`config.mk`:
```
export PLATFORM = sky130hd
export DESIGN_NAME = psm_div
export DESIGN_NICKNAME = d
export VERILOG_FILES = /design/src/design/psm_pkg.sv /design/src/design/psm_div.sv
export SDC_FILE = /design/constraint.sdc
export NUM_CORES = 1
export LEC_CHECK = 0
export BUFFER_PORTS_ARGS = -buffer_cell sky130_fd_sc_hd__buf_2
export CORE_MARGIN = 4
export CORE_UTILIZATION = 55
export DETAILED_ROUTE_END_ITERATION = 6
export GPL_TIMING_DRIVEN = 0
export PLACE_DENSITY_LB_ADDON = 0.2
export SLEW_MARGIN = 15
export SYNTH_ARGS = -nofsm -noshare
export SYNTH_HDL_FRONTEND = slang
export SYNTH_SLANG_ARGS = --single-unit
```
`constraint.sdc`:
```
create_clock -name clk_i -period 5.45 [get_ports clk_i]
set_input_delay 1.09 -clock clk_i [delete_from_list [all_inputs] [get_ports clk_i]]
set_output_delay 1.09 -clock clk_i [all_outputs]
set_load 0.03 [all_outputs]
```
`src/design/psm_pkg.sv`:
```
// ----------------------------------------------------------------------------
// psm_pkg: shared constants and types for the p-code stack machine
// Opcodes, operator numbers, error codes and address widths.
// ----------------------------------------------------------------------------
package psm_pkg;

  localparam int StackDepth = 4096;
  localparam int MaxLevel   = 3;
  localparam int CodeDepth  = 2048;
  localparam int SaW        = $clog2(StackDepth);   // store address bits
  localparam int PcW        = $clog2(CodeDepth);
  localparam int TopW       = SaW + 1;              // signed top pointer

  localparam logic [2:0] OpLit = 3'd0;
  localparam logic [2:0] OpOpr = 3'd1;
  localparam logic [2:0] OpLod = 3'd2;
  localparam logic [2:0] OpSto = 3'd3;
  localparam logic [2:0] OpCal = 3'd4;
  localparam logic [2:0] OpInt = 3'd5;
  localparam logic [2:0] OpJmp = 3'd6;
  localparam logic [2:0] OpJpc = 3'd7;

  localparam logic [10:0] OprRet = 11'd0;
  localparam logic [10:0] OprNeg = 11'd1;
  localparam logic [10:0] OprAdd = 11'd2;
  localparam logic [10:0] OprSub = 11'd3;
  localparam logic [10:0] OprMul = 11'd4;
  localparam logic [10:0] OprDiv = 11'd5;
  localparam logic [10:0] OprOdd = 11'd6;
  localparam logic [10:0] OprEq  = 11'd8;
  localparam logic [10:0] OprNe  = 11'd9;
  localparam logic [10:0] OprLt  = 11'd10;
  localparam logic [10:0] OprGe  = 11'd11;
  localparam logic [10:0] OprGt  = 11'd12;
  localparam logic [10:0] OprLe  = 11'd13;

  localparam logic [1:0] ErrNone  = 2'd0;
  localparam logic [1:0] ErrRange = 2'd1;
  localparam logic [1:0] ErrDiv0  = 2'd2;

  typedef struct packed {
    logic        start;
    logic [31:0] dividend;
    logic [31:0] divisor;
  } div_req_t;

endpackage

```
`src/design/psm_div.sv`:
```
// ----------------------------------------------------------------------------
// psm_div: 32-bit signed truncating divider
// Restoring, one quotient bit per cycle on magnitudes; sign fixed at the end.
// ----------------------------------------------------------------------------
module psm_div
  import psm_pkg::*;
(
  input  logic        clk_i,
  input  logic        rst_ni,
  input  div_req_t    req_i,
  output logic        done_o,
  output logic [31:0] quot_o
);

  logic [31:0] rem_q, rem_d, quo_q, quo_d, den_q, den_d;
  logic        neg_q, neg_d, busy_q, busy_d, done_q, done_d;
  logic [5:0]  cnt_q, cnt_d;
  logic [32:0] trial;
  logic [31:0] shifted;

  always_comb begin
    rem_d   = rem_q;
    quo_d   = quo_q;
    den_d   = den_q;
    neg_d   = neg_q;
    busy_d  = busy_q;
    cnt_d   = cnt_q;
    done_d  = 1'b0;
    shifted = {rem_q[30:0], quo_q[31]};
    trial   = {1'b0, shifted} - {1'b0, den_q};
    if (req_i.start) begin
      rem_d  = '0;
      quo_d  = req_i.dividend[31] ? 32'(0 - req_i.dividend) : req_i.dividend;
      den_d  = req_i.divisor[31] ? 32'(0 - req_i.divisor) : req_i.divisor;
      neg_d  = req_i.dividend[31] ^ req_i.divisor[31];
      busy_d = 1'b1;
      cnt_d  = 6'd32;
    end else if (busy_q) begin
      if (!trial[32]) begin
        rem_d = trial[31:0];
        quo_d = {quo_q[30:0], 1'b1};
      end else begin
        rem_d = shifted;
        quo_d = {quo_q[30:0], 1'b0};
      end
      cnt_d = cnt_q - 6'd1;
      if (cnt_q == 6'd1) begin
        busy_d = 1'b0;
        done_d = 1'b1;
      end
    end
  end

  always_ff @(posedge clk_i or negedge rst_ni) begin
    if (!rst_ni) begin
      busy_q <= 1'b0;
      done_q <= 1'b0;
      cnt_q  <= '0;
    end else begin
      busy_q <= busy_d;
      done_q <= done_d;
      cnt_q  <= cnt_d;
    end
  end

  always_ff @(posedge clk_i) begin
    rem_q <= rem_d;
    quo_q <= quo_d;
    den_q <= den_d;
    neg_q <= neg_d;
  end

  assign done_o = done_q;
  assign quot_o = neg_q ? 32'(0 - quo_q) : quo_q;

endmodule

```
==> results.ini <==
[synthesis]
yosysWarnings = 0
synth.distinct_cells = 66
synth-seq-cells = 104
syn-cell-area_um2 = 7790
syn_area_per_cell_um2 = 8.65
ys.flop_type = edfxtp_1
synth_area_leaders = edfxtp_1 (25%), xnor2_1 (8.4%), dfxtp_1 (8.0%)
syn_inst = 900
synth_top_area_share_pct = 25.1
yosysTopAreaCell = edfxtp_1
async_flop_share_pct = 7.69
syn-num-nets = 1005
synth_edf_count = 65
yosysSeqAreaShare_pct = 35.6

[hold_path]
hold_path.class = flop to flop

[route]
dr.pass1.iters = 5
vias = 6891
ant_nets = 0
routedWlPerCell_um = 15.8
dr.first_iter.drc_count = 583
via_per_inst = 5.77
wl_um = 18800
route.detailed.drc = 0

[status]
status = finished clean

[global_routing]
antenna_found_initial = 0
grt_start_max_net_pins = 35
grt_overflow_total = 0
grt_pass1_vias = 6388
grt_usage_pct = 23.2
grt_pass1_wl_um = 30600

[cells_and_area]
areaGrowthSynthToFinish_pct = 12.9
final_cell_area_um2 = 8800
nets = 1115
final_util_pct = 63.4
drive_gt1_share_pct = 13.1
diodes = 0

[sta]
fmax_mhz = 221
worst_slew_pin_slew_ns = 1.06
hold_slack_ns = 0.511
max_slew_margin_pct = 28.9
period_needed_ns = 4.53
hold_viol = 0
rsz0062_at_grt = no
clock_skew_ns = 0.0108
finalSetupViolations = 0
post-route-period-util_pct = 83.2
setup_tns_ns = 0
finalMaxSlewViolations = 0

[worst_setup_path]
cp_top_family = simple AND/OR/NAND/NOR gates
critPathLaunchType = flop
crit_required_ns = 4.36
worstPathMaxFanout = 4
cp_cell_sequence = nor4_2, nand4b_1, or2_2, or3_1, or4_1, nand2b_1, o21ai_0, xnor2_1, buf_2
cpPeakStageDelay_ns = 0.46
crit_buf_inv = 1
slowest_stage = nor4_2
path_class = flop to primary output
endpoint_kind = primary output
worstPathArrival_ns = 3.44

[placed_design]
dpl-instance-area_um2 = 8510
hpwl_um = 14900
gp_congestion = 0.856
numPortBuffers = 99

[power]
finalPower_mw = 2.49
vdd_ir_drop_max_mv = 0.145
p_leak_nw = 3.53
power_density_nw_per_um2 = 283

[run]
drv_cap = 0

[cts]
cts_tree = built
postCtsSetupBuffers = 0
clkTransAtPathRegs_ns = 0.08
cts_hold_buf = 0
clockBufferDepth = 2
clk-insertion-delay-late_ns = 0.36
numCtsBuffers = 9
ctsRootBufferMaster = clkbuf_16
ctsHtreeMaxLevel = 3
clock_sinks = 104
cts_resized = 0

[die]
core_um2 = 13900
std_cell_rows = 43
die_width_um = 127
die_area_um2 = 16100
start_util_pct = 56.1
fp.dieH_um = 127
io_pins = 100

==> power breakdown <==
group	internal, mW	total, mW	switching, mW	leakage (nW)
Combinational	0.309	0.804	0.495	2.39
Clock	0.320	0.641	0.320	0.140
Sequential	0.949	1.04	0.0932	0.998
==> layout make-up <==
cell class,instances,area (um2)
plain buffers,43,165
clock buffers,9,225
clock inverters,7,61.3
fillers,1248,5080
inverters,52,195
multi-input cells,701,4660
flip-flops and latches,104,2770
well taps,180,225
repair buffers,99,495
==> cell usage after synthesis, types with 6 or more instances <==
| library cell | n |
|---|---|
| o31ai_1 | 28 |
| a21oi_1 | 60 |
| or3_1 | 14 |
| o21ai_0 | 44 |
| o41ai_1 | 11 |
| a21o_1 | 14 |
| ha_1 | 37 |
| nand2b_1 | 13 |
| dfrtp_1 | 8 |
| nor3_1 | 14 |
| a311oi_1 | 23 |
| xnor2_1 | 75 |
| a211oi_1 | 6 |
| or4_1 | 9 |
| clkbuf_1 | 37 |
| xor2_1 | 41 |
| dfxtp_1 | 31 |
| nand3_1 | 14 |
| nor2_1 | 88 |
| nor4_1 | 8 |
| nor2b_1 | 10 |
| a31oi_1 | 8 |
| inv_1 | 52 |
| nand2_1 | 97 |
| edfxtp_1 | 65 |
==> logic make-up after synthesis <==
logic type	Yosys count	share of synthesized area, %
and+or+nand+nor	302	19.0
AOI/OAI and AO/OA	241	20.9
xor gates and xnor gates	116	13.0
DFF	104	35.6
buffers and inverters	95	4.63
adders and majority gates	38	6.20
muxes	4	0.546
==> state kept, by name, summed over array words and instances (netlist names) <==
register  flops
den_q        32
quo_q        32
rem_q        31
cnt_q         6
busy_q        1
done_o        1
neg_q         1
==> metal layers <==
layer / wire length (um) / global-route usage [%]
met3: 1280 / 3.14
met4: 352 / 7.51
met1: 8670 / 31.5
met2: 8530 / 38.7
met5: 0 / 0
==> metrics by stage <==
stage,cells,worst slack [ns]
final,1195,0.917
after floorplan,900,1.59
after global placement,1179,1.32
after global routing,1195,0.708
after CTS,1195,0.894
after detailed placement,1179,1.29
==> cells in the final DEF (no fill, tap or decap), types with 5 or more instances in the layout <==
cell type / netlist / final
inv_1: 52 / 51
o211ai_1: 5 / 5
o22ai_1: 5 / 5
or3_1: 14 / 14
clkbuf_16: 0 / 9
and3_1: 5 / 5
dfxtp_1: 31 / 31
o21bai_1: 5 / 5
o21ai_0: 44 / 44
edfxtp_1: 65 / 65
nand3_1: 14 / 14
xor2_1: 41 / 41
xnor2_1: 75 / 75
or4_1: 9 / 9
nand2b_1: 13 / 13
o31ai_1: 28 / 28
a211oi_1: 6 / 6
nor4_1: 8 / 8
buf_1: 5 / 5
a21o_1: 14 / 14
dfrtp_1: 8 / 8
nor3_1: 14 / 14
ha_1: 37 / 37
o21a_1: 5 / 5
nor2_1: 88 / 88
a41oi_1: 5 / 5
a31oi_1: 8 / 8
a21oi_1: 60 / 60
clkbuf_1: 37 / 37
a311oi_1: 23 / 23
buf_2: 0 / 99
nand2_1: 97 / 97
nor2b_1: 10 / 10
o41ai_1: 11 / 11
==> worst paths after layout <==
path                         endpoint  depth (start not counted)  slack (ns)      start
max                        quot_o[28]                          9        0.92   quo_q[6]
min                         rem_q[10]                          2        0.51   rem_q[9]
max reg2reg                 rem_q[26]                         12        1.40  quo_q[31]
min reg2reg                 rem_q[10]                          2        0.51   rem_q[9]
max in group asynchronous    cnt_q[2]                          1        4.73     rst_ni
min in group asynchronous    cnt_q[5]                          1        0.56     rst_ni
==> worst min-delay path, cell delays in order, from the launching register on <==
cell	delay, ns
dfxtp_1	0.33
nand2_1	0.06
a311oi_1	0.07
(Power assumes the default switching activity.)
